`config.mk`:
```
export PLATFORM = sky130hd
export DESIGN_NAME = string_to_integer_parser_top
export DESIGN_NICKNAME = d
export VERILOG_FILES = /design/src/rtl/s2i_pkg.sv /design/src/rtl/s2i_in_reg.sv /design/src/rtl/s2i_parse.sv /design/src/rtl/s2i_finish.sv /design/src/rtl/string_to_integer_parser_top.sv
export SDC_FILE = /design/constraint.sdc
export NUM_CORES = 2
export LEC_CHECK = 0
export ABC_AREA = 1
export ABC_CLOCK_PERIOD_IN_PS = 6550
export BUFFER_PORTS_ARGS = -buffer_cell sky130_fd_sc_hd__buf_2
export CAP_MARGIN = 10
export CORE_AREA = 8 8 284 355
export CTS_BUF_LIST = sky130_fd_sc_hd__clkbuf_2
export DETAILED_ROUTE_END_ITERATION = 12
export DIE_AREA = 0 0 292 363
export HOLD_SLACK_MARGIN = 0.15
export SYNTH_ARGS = -nofsm -noshare
export SYNTH_HDL_FRONTEND = slang
export SYNTH_SLANG_ARGS = --single-unit
```
`constraint.sdc`:
```
create_clock -name clk -period 6.55 [get_ports clk]
set_input_delay 0.9825 -clock clk [delete_from_list [all_inputs] [get_ports clk]]
set_output_delay 0.9825 -clock clk [all_outputs]
set_load 0.01 [all_outputs]
```
`src/rtl/s2i_pkg.sv`:
```
package s2i_pkg;

  localparam int VALUE_WIDTH = 64;
  localparam int COUNT_WIDTH = 16;
  localparam int CHAR_WIDTH  = 8;
  localparam int BASE_WIDTH  = 6;
  localparam int CFG_INDEX_WIDTH = 1;
  localparam int CFG_DATA_WIDTH  = BASE_WIDTH;

  // Product of accumulator and base, plus one bit for the digit add
  localparam int PROD_WIDTH = VALUE_WIDTH + BASE_WIDTH + 1;

  localparam logic [BASE_WIDTH-1:0] MAX_BASE   = BASE_WIDTH'(36);
  localparam logic [BASE_WIDTH-1:0] DIGIT_NONE = BASE_WIDTH'(36);
  localparam logic [BASE_WIDTH-1:0] BASE_HEX   = BASE_WIDTH'(16);
  localparam logic [BASE_WIDTH-1:0] BASE_OCT   = BASE_WIDTH'(8);
  localparam logic [BASE_WIDTH-1:0] BASE_DEC   = BASE_WIDTH'(10);
  localparam logic [BASE_WIDTH-1:0] BASE_ONE   = BASE_WIDTH'(1);
  localparam logic [BASE_WIDTH-1:0] BASE_TWO   = BASE_WIDTH'(2);
  localparam logic [BASE_WIDTH-1:0] BASE_AUTO  = BASE_WIDTH'(0);

  localparam logic [CHAR_WIDTH-1:0] CH_LOWER_X = 8'h78;
  localparam logic [CHAR_WIDTH-1:0] CH_ZERO    = 8'h30;
  localparam logic [CHAR_WIDTH-1:0] CH_NINE    = 8'h39;
  localparam logic [CHAR_WIDTH-1:0] CH_UPPER_A = 8'h41;
  localparam logic [CHAR_WIDTH-1:0] CH_UPPER_Z = 8'h5A;
  localparam logic [CHAR_WIDTH-1:0] CH_LOWER_A = 8'h61;
  localparam logic [CHAR_WIDTH-1:0] CH_LOWER_Z = 8'h7A;
  localparam logic [CHAR_WIDTH-1:0] CH_MINUS   = 8'h2D;
  localparam logic [CHAR_WIDTH-1:0] CH_PLUS    = 8'h2B;
  localparam logic [CHAR_WIDTH-1:0] CH_SPACE   = 8'h20;
  localparam logic [CHAR_WIDTH-1:0] CH_TAB     = 8'h09;
  localparam logic [CHAR_WIDTH-1:0] CH_CR      = 8'h0D;

  localparam logic [CFG_INDEX_WIDTH-1:0] CFG_NUMBER_BASE = 1'b0;
  localparam logic [CFG_INDEX_WIDTH-1:0] CFG_SIGNED_MODE = 1'b1;

  typedef enum logic [2:0] {
    PH_SPACE    = 3'd0,
    PH_FIRST    = 3'd1,
    PH_ZERO     = 3'd2,
    PH_HEXFIRST = 3'd3,
    PH_DIGITS   = 3'd4,
    PH_NOINT    = 3'd5,
    PH_VALUE    = 3'd6,
    PH_BADBASE  = 3'd7
  } phase_t;

  typedef enum logic [1:0] {
    ST_OK      = 2'd0,
    ST_NOINT   = 2'd1,
    ST_RANGE   = 2'd2,
    ST_BADBASE = 2'd3
  } status_t;

  typedef struct packed {
    logic [CHAR_WIDTH-1:0] char_code;
    logic                  is_last;
  } in_item_t;

  typedef struct packed {
    logic [VALUE_WIDTH-1:0] value_bits;
    logic [1:0]             status_code;
    logic [COUNT_WIDTH-1:0] consumed_count;
  } out_item_t;

  // Parse state at the end of a string, handed to the finishing stage
  typedef struct packed {
    phase_t                 phase;
    logic [VALUE_WIDTH-1:0] acc;
    logic                   neg;
    logic                   ovf;
    logic                   sgn;
    logic [COUNT_WIDTH-1:0] pos;
  } s2i_raw_t;

  function automatic logic [BASE_WIDTH-1:0] digit_of(input logic [CHAR_WIDTH-1:0] c);
    logic [BASE_WIDTH-1:0] d;
    d = DIGIT_NONE;
    if (c >= CH_ZERO && c <= CH_NINE) begin
      d = BASE_WIDTH'(c - CH_ZERO);
    end else if (c >= CH_UPPER_A && c <= CH_UPPER_Z) begin
      d = BASE_WIDTH'(c - CH_UPPER_A) + BASE_DEC;
    end else if (c >= CH_LOWER_A && c <= CH_LOWER_Z) begin
      d = BASE_WIDTH'(c - CH_LOWER_A) + BASE_DEC;
    end
    return d;
  endfunction

  function automatic logic is_space(input logic [CHAR_WIDTH-1:0] c);
    return (c == CH_SPACE) || (c >= CH_TAB && c <= CH_CR);
  endfunction

endpackage

```
`src/rtl/s2i_in_reg.sv`:
```
module s2i_in_reg
  import s2i_pkg::*;
(
  input  logic     clk,
  input  logic     rst_n,
  input  logic     in_valid,
  output logic     in_ready,
  input  in_item_t in_item,
  input  logic     step_go,
  output logic     item_vld,
  output in_item_t item
);

  logic     vld_r, vld_nxt;
  in_item_t item_r;

  assign in_ready = !vld_r || step_go;
  assign vld_nxt  = in_ready ? in_valid : vld_r;

  always_ff @(posedge clk) begin
    if (!rst_n) begin
      vld_r <= 1'b0;
    end else begin
      vld_r <= vld_nxt;
    end
  end

  always_ff @(posedge clk) begin
    if (in_valid && in_ready) begin
      item_r <= in_item;
    end
  end

  assign item_vld = vld_r;
  assign item     = item_r;

endmodule

```
`src/rtl/s2i_parse.sv`:
```
module s2i_parse
  import s2i_pkg::*;
(
  input  logic                       clk,
  input  logic                       rst_n,
  input  logic                       cfg_we,
  input  logic [CFG_INDEX_WIDTH-1:0] cfg_index,
  input  logic [CFG_DATA_WIDTH-1:0]  cfg_wdata,
  input  logic                       item_vld,
  input  in_item_t                   item,
  input  logic                       raw_ready,
  output logic                       step_go,
  output logic                       raw_push,
  output s2i_raw_t                   raw
);

  logic [BASE_WIDTH-1:0]  base_r;
  logic                   sgn_r;

  phase_t                 phase_r, phase_nxt;
  logic [VALUE_WIDTH-1:0] acc_r, acc_nxt;
  logic                   neg_r, neg_nxt;
  logic [BASE_WIDTH-1:0]  ab_r, ab_nxt;
  logic [COUNT_WIDTH-1:0] pos_r, pos_nxt;
  logic                   ovf_r, ovf_nxt;

  logic [CHAR_WIDTH-1:0]  c;
  logic [BASE_WIDTH-1:0]  d;
  logic [PROD_WIDTH-1:0]  prod;
  logic                   adv, start, first, more;

  assign c    = item.char_code;
  assign d    = digit_of(c);
  // Only a last character needs room downstream
  assign step_go  = item_vld && (!item.is_last || raw_ready);
  assign raw_push = step_go && item.is_last;

  always_ff @(posedge clk) begin
    if (!rst_n) begin
      base_r <= BASE_AUTO;
      sgn_r  <= 1'b1;
    end else if (cfg_we) begin
      unique case (cfg_index)
        CFG_NUMBER_BASE: base_r <= cfg_wdata;
        CFG_SIGNED_MODE: sgn_r  <= cfg_wdata[0];
        default: ;
      endcase
    end
  end

  always_comb begin
    phase_nxt = phase_r;
    acc_nxt   = acc_r;
    neg_nxt   = neg_r;
    ab_nxt    = ab_r;
    ovf_nxt   = ovf_r;
    adv       = 1'b0;
    start     = 1'b0;
    first     = 1'b0;
    more      = 1'b0;
    prod      = PROD_WIDTH'(acc_r) * PROD_WIDTH'(ab_r) + PROD_WIDTH'(d);

    // Latch the base at the first character of a string
    if (phase_r == PH_SPACE && pos_r == '0) begin
      ab_nxt = base_r;
      if (base_r == BASE_ONE || base_r > MAX_BASE) begin
        phase_nxt = PH_BADBASE;
      end
    end

    unique case (phase_nxt)
      PH_SPACE: begin
        if (is_space(c)) begin
          adv = 1'b1;
        end else if (!item.is_last && (c == CH_PLUS || (c == CH_MINUS && sgn_r))) begin
          neg_nxt   = (c == CH_MINUS);
          phase_nxt = PH_FIRST;
          adv       = 1'b1;
        end else begin
          start = 1'b1;
        end
      end
      PH_FIRST: start = 1'b1;
      PH_ZERO: begin
        if (c == CH_LOWER_X) begin
          ab_nxt    = BASE_HEX;
          phase_nxt = PH_HEXFIRST;
          adv       = 1'b1;
        end else begin
          ab_nxt    = BASE_OCT;
          phase_nxt = PH_DIGITS;
          more      = 1'b1;
          prod      = PROD_WIDTH'(acc_r) * PROD_WIDTH'(BASE_OCT) + PROD_WIDTH'(d);
        end
      end
      PH_HEXFIRST: first = 1'b1;
      PH_DIGITS:   more  = 1'b1;
      default: ;
    endcase

    if (start) begin
      if (ab_nxt == BASE_AUTO) begin
        if (c == CH_ZERO) begin
          acc_nxt   = '0;
          phase_nxt = PH_ZERO;
          adv       = 1'b1;
        end else begin
          ab_nxt = BASE_DEC;
          first  = 1'b1;
        end
      end else begin
        first = 1'b1;
      end
    end

    if (first) begin
      if (d >= ab_nxt || ab_nxt < BASE_TWO) begin
        phase_nxt = PH_NOINT;
      end else begin
        acc_nxt   = VALUE_WIDTH'(d);
        phase_nxt = PH_DIGITS;
        adv       = 1'b1;
      end
    end

    if (more) begin
      if (d >= ab_nxt || ab_nxt < BASE_TWO) begin
        phase_nxt = PH_VALUE;
      end else begin
        if (!ovf_r) begin
          if (|prod[PROD_WIDTH-1:VALUE_WIDTH]) begin
            acc_nxt = '1;
            ovf_nxt = 1'b1;
          end else begin
            acc_nxt = prod[VALUE_WIDTH-1:0];
          end
        end
        adv = 1'b1;
      end
    end

    // Saturate the position count
    pos_nxt = (adv && pos_r != '1) ? pos_r + COUNT_WIDTH'(1) : pos_r;
  end

  always_ff @(posedge clk) begin
    if (!rst_n) begin
      phase_r <= PH_SPACE;
      acc_r   <= '0;
      neg_r   <= 1'b0;
      ab_r    <= BASE_AUTO;
      pos_r   <= '0;
      ovf_r   <= 1'b0;
    end else if (step_go) begin
      if (item.is_last) begin
        phase_r <= PH_SPACE;
        acc_r   <= '0;
        neg_r   <= 1'b0;
        ab_r    <= BASE_AUTO;
        pos_r   <= '0;
        ovf_r   <= 1'b0;
      end else begin
        phase_r <= phase_nxt;
        acc_r   <= acc_nxt;
        neg_r   <= neg_nxt;
        ab_r    <= ab_nxt;
        pos_r   <= pos_nxt;
        ovf_r   <= ovf_nxt;
      end
    end
  end

  assign raw.phase = phase_nxt;
  assign raw.acc   = acc_nxt;
  assign raw.neg   = neg_nxt;
  assign raw.ovf   = ovf_nxt;
  assign raw.sgn   = sgn_r;
  assign raw.pos   = pos_nxt;

endmodule

```
`src/rtl/s2i_finish.sv`:
```
module s2i_finish
  import s2i_pkg::*;
(
  input  logic      clk,
  input  logic      rst_n,
  input  logic      raw_push,
  input  s2i_raw_t  raw,
  output logic      raw_ready,
  output logic      out_valid,
  input  logic      out_ready,
  output out_item_t out_item
);

  localparam logic [VALUE_WIDTH-1:0] SMAX = {1'b0, {(VALUE_WIDTH-1){1'b1}}};
  localparam logic [VALUE_WIDTH-1:0] SMIN = {1'b1, {(VALUE_WIDTH-1){1'b0}}};

  s2i_raw_t  raw_r;
  logic      raw_vld_r, raw_vld_nxt;
  out_item_t out_r, fin;
  logic      out_vld_r, out_vld_nxt;
  logic      fin_take;

  assign fin_take    = !out_vld_r || out_ready;
  assign raw_ready   = !raw_vld_r || fin_take;
  assign raw_vld_nxt = raw_ready ? raw_push : raw_vld_r;
  assign out_vld_nxt = fin_take ? raw_vld_r : out_vld_r;

  always_comb begin
    fin.value_bits     = '0;
    fin.status_code    = ST_NOINT;
    fin.consumed_count = raw_r.pos;
    unique case (raw_r.phase)
      PH_BADBASE: begin
        fin.status_code    = ST_BADBASE;
        fin.consumed_count = '0;
      end
      PH_ZERO, PH_DIGITS, PH_VALUE: begin
        fin.status_code = raw_r.ovf ? ST_RANGE : ST_OK;
        if (raw_r.sgn) begin
          if (raw_r.acc[VALUE_WIDTH-1]) begin
            // Exact signed minimum is representable
            if (raw_r.neg && raw_r.acc == SMIN) begin
              fin.value_bits = SMIN;
            end else begin
              fin.value_bits  = raw_r.neg ? SMIN : SMAX;
              fin.status_code = ST_RANGE;
            end
          end else begin
            fin.value_bits = raw_r.neg ? VALUE_WIDTH'(0) - raw_r.acc : raw_r.acc;
          end
        end else begin
          fin.value_bits = raw_r.acc;
        end
      end
      default: ;
    endcase
  end

  always_ff @(posedge clk) begin
    if (!rst_n) begin
      raw_vld_r <= 1'b0;
      out_vld_r <= 1'b0;
    end else begin
      raw_vld_r <= raw_vld_nxt;
      out_vld_r <= out_vld_nxt;
    end
  end

  always_ff @(posedge clk) begin
    if (raw_push && raw_ready) begin
      raw_r <= raw;
    end
    if (raw_vld_r && fin_take) begin
      out_r <= fin;
    end
  end

  assign out_valid = out_vld_r;
  assign out_item  = out_r;

endmodule

```
`src/rtl/string_to_integer_parser_top.sv`:
```
// channel | ports                               | accepted when
// input   | in_valid, in_ready, in_item         | in_valid && in_ready
// result  | out_valid, out_ready, out_item      | out_valid && out_ready
// config  | cfg_we, cfg_index, cfg_wdata        | cfg_we
//
// One character a cycle unless a last character waits on a full snapshot; each
// passes an input register and one parse step (one 64 x 6 multiply-add on the
// accumulator); a last one then passes state snapshot and result register.
// Reset (rst_n low, synchronous) empties all stages and returns the parser to
// whitespace skip; base 0 and signed mode are restored.
// A stalled result holds; characters other than the last keep flowing under stall.
module string_to_integer_parser_top
  import s2i_pkg::*;
(
  input  logic                       clk,
  input  logic                       rst_n,
  input  logic                       in_valid,
  output logic                       in_ready,
  input  in_item_t                   in_item,
  output logic                       out_valid,
  input  logic                       out_ready,
  output out_item_t                  out_item,
  input  logic                       cfg_we,
  input  logic [CFG_INDEX_WIDTH-1:0] cfg_index,
  input  logic [CFG_DATA_WIDTH-1:0]  cfg_wdata
);

  logic     item_vld;
  in_item_t item;
  logic     step_go;
  logic     raw_ready;
  logic     raw_push;
  s2i_raw_t raw;

  s2i_in_reg u_in_reg (
    .clk      (clk),
    .rst_n    (rst_n),
    .in_valid (in_valid),
    .in_ready (in_ready),
    .in_item  (in_item),
    .step_go  (step_go),
    .item_vld (item_vld),
    .item     (item)
  );

  s2i_parse u_parse (
    .clk       (clk),
    .rst_n     (rst_n),
    .cfg_we    (cfg_we),
    .cfg_index (cfg_index),
    .cfg_wdata (cfg_wdata),
    .item_vld  (item_vld),
    .item      (item),
    .raw_ready (raw_ready),
    .step_go   (step_go),
    .raw_push  (raw_push),
    .raw       (raw)
  );

  s2i_finish u_finish (
    .clk       (clk),
    .rst_n     (rst_n),
    .raw_push  (raw_push),
    .raw       (raw),
    .raw_ready (raw_ready),
    .out_valid (out_valid),
    .out_ready (out_ready),
    .out_item  (out_item)
  );

endmodule

```
==> impl_metrics.ini <==
[pwr]
swShare_pct = 36.6
p_leak_uw = 0.0188
comb_power_share_pct = 25.9
power_frac_seq_pct = 43.9
peakVddDrop_uv = 191
power_density_nw_per_um2 = 129
p_sw_uw = 1700
internal_power_uw = 2950
clkPwrFrac_pct = 30.2
finalPower_uw = 4650

[clocking]
cts_tree = built
root_buffer = clkbuf_2
insertion_delay_ps = 990
numCtsBuffers = 67
htree_levels = 3
clock_path_buffers = 3
cts.sinks = 278
cts.reportedPaths.clkPinSlew_ps = 130

[cells_and_area]
area_growth_pct = 8.99
finish.utilization_pct = 37.8
num-fill-cells = 10235
fin_cells = 6229
layout-drive-gt1-share_pct = 8.91
num-nets-final = 5394

[grt]
grt_util_all_layers_pct = 21.4
grt_pass1_wl_um = 180000
overflow = 0
grt_pass1_vias = 31464
grt_max_degree = 81
grt_antenna_before_repair = 3

[placement]
placedCellCount = 6094
gp_congestion = 1.04
portBuffers = 104
hpwl_um = 92500

[sta]
period_minus_slack_ps = 6190
tightest_slew_ps = 1070
setup_violations = 0
finalMaxSlewViolations = 0
finalClockSkew_ps = 120
relSlewSlack_pct = 28.1
grt_setup_unrepaired = false
hold_viol = 0
finalSetupTns_ps = 0
max_freq_ghz = 0.161
period_share_pct = 94.6

[status]
status = completed

[synth]
synthTopCellsByCount = 1418 x nand2_1, 956 x inv_1, 370 x nand3_1
synth_top_flop_cell = edfxtp_1
syn_area_um2 = 33000
synth_area_leaders = nand2_1 16%, edfxtp_1 16%, fa_1 15%, inv_1 11%, ha_1 6.5%
syn_avg_cell_area_um2 = 6.77
ys_ff_latch = 278
synth_edf_count = 177
synth_top_area_cell = nand2_1
syn_nets = 5323
yosysWarnings = 0
yosysMostFrequentCell = nand2_1
async_reset_ff_share_pct = 0
yosysTopAreaCellShare_pct = 16.1
ys_seq_area_share_pct = 22.2
ys_types = 59
syn-instance-count = 4878

[worst_setup_path]
worst_setup_path_start_kind = flop
endpoint_kind = flop
worstPathMaxFanout = 37
crit_type = flop to flop
worstPathArrival_ps = 6940
required_ps = 7300

[floorplanning]
start_util_pct = 34.7
dieWidth_um = 292
core_um2 = 95200
ios = 105
num_rows = 127
chipHeight_um = 363
dieArea_um2 = 106000

[detailed_routing]
drc = 0
drtAntennaViolNets = 0
top_layer_used = met5
wirelength_met1_um = 47000
dr.pass1.iters = 6
wl_met3_um = 7260
wire_per_inst_um = 18.5
vias = 31642
met2WireLength_um = 55800
drt_iter0_drc = 2053
drt-total-wl_um = 115000
viasPerCell = 5.08

[run]
cap_violations = 0

[min_path]
min_path_type = input port to flop
[final cells by class]
class | count | area, um^2 | area share [%]
multi-input combinational | 3409 | 21200 | 58.7
sequential | 278 | 7340 | 20.4
inverter | 973 | 3660 | 10.2
timing repair buffer | 220 | 1570 | 4.36
tap | 1225 | 1530 | 4.26
clock buffer | 94 | 470 | 1.31
clock inverter | 29 | 283 | 0.785
antenna | 1 | 2.50 | 0.00695
[layout by cell type (no fill, tap or decap), types with 95 or more instances in the layout]
master and count:
dfxtp_1 95, o21ai_0 129, buf_2 104, nor2_1 311, edfxtp_1 177, ha_1 171
a21oi_1 253, inv_1 954, fa_1 253, nand2_1 1416, nand3_1 369
[registers in the layout, indices dropped and copies added (netlist names), 3 cells and up]
signal	cells
u_finish.raw_r	86
u_finish.out_item	82
u_parse.acc_r	64
u_parse.pos_r	16
u_in_reg.item	9
u_parse.ab_r	6
u_parse.base_r	6
u_parse.phase_r	3
[worst paths after layout]
kind | startpoint | endpoint | slack (ps) | cells after the start
worst min register to register | u_parse.neg_r$_SDFFE_PN0P_ | u_parse.neg_r$_SDFFE_PN0P_ | 480 | 2
worst max register to register | u_parse.ab_r[4]$_SDFFE_PN0P_ | u_parse.acc_r[33]$_SDFFE_PN0P_ | 360 | 24
worst max-delay path | u_parse.ab_r[4]$_SDFFE_PN0P_ | u_parse.acc_r[33]$_SDFFE_PN0P_ | 360 | 24
worst min-delay path | rst_n | u_parse.sgn_r$_SDFFE_PN1P_ | 270 | 2
[through the flow]
| stage | setup WS [ps] | instance area [um^2] | hold slack (ps) |
|---|---|---|---|
| final | 356 | 36000 | 274 |
| after global routing | 49.3 | 36000 | 222 |
| after CTS | 229 | 36000 | 153 |
| after detailed placement | 304 | 35100 | 464 |
| after global placement | 354 | 35100 | 453 |
| after floorplan | 1160 | 33000 | 431 |
[power groups by stage]
stage	Combinational (uW)	Sequential, uW	Clock (uW)
6_report	1200	2040	1400
5_1_grt	1350	2050	1520
4_1_cts	1200	2040	1460
3_5_place_dp	1190	2080	0
3_3_place_gp	1180	2080	0
2_1_floorplan	917	2050	0
[cell families (layout without fill, tap and decap cells)]
family                     Yosys count  after routing  synth area share, %
AOI/OAI and AO/OA                  540            540                 9.36
xor gates and xnor gates            98             98                 2.60
adders and majority gates          424            424                 21.8
buffers and inverters             1191           1316                 13.9
DFF                                278            278                 22.2
muxes                                7              7                0.212
other                                0              1                    0
and+or+nand+nor                   2340           2340                 29.9
[repair_timing]
action                                 in CTS  in global routing
endpoints found under the hold margin      11                  0
resized for setup                           0                  2
hold buffers                               11                  0
setup buffers                               0                  0
setup endpoints to repair                   0                127
[metal layers]
layer,up-vias,track usage [%]
met5,-,0
met2,1093,37.3
li1,15355,-
met1,14929,26.2
met4,2,9.48
met3,263,2.74
[worst max-delay path: stages (launching register included)]
cell     delay [ps]
dfxtp_2         490
buf_12          250
buf_12          200
nand2_1          90
fa_1            530
inv_1            50
fa_1            500
fa_1            490
ha_1            320
ha_1            430
nand2_1         170
nor2_1          260
nand2_1         190
nor2_1          210
and3_1          260
nand3_1         160
nand4_1         130
nand2_1          50
nor2_1          130
nand3_1         210
nand2_2         190
buf_12          230
nand3_1         120
nand3_1         110
a21oi_1         100
No activity file was read; power rests on OpenSTA's default activity.
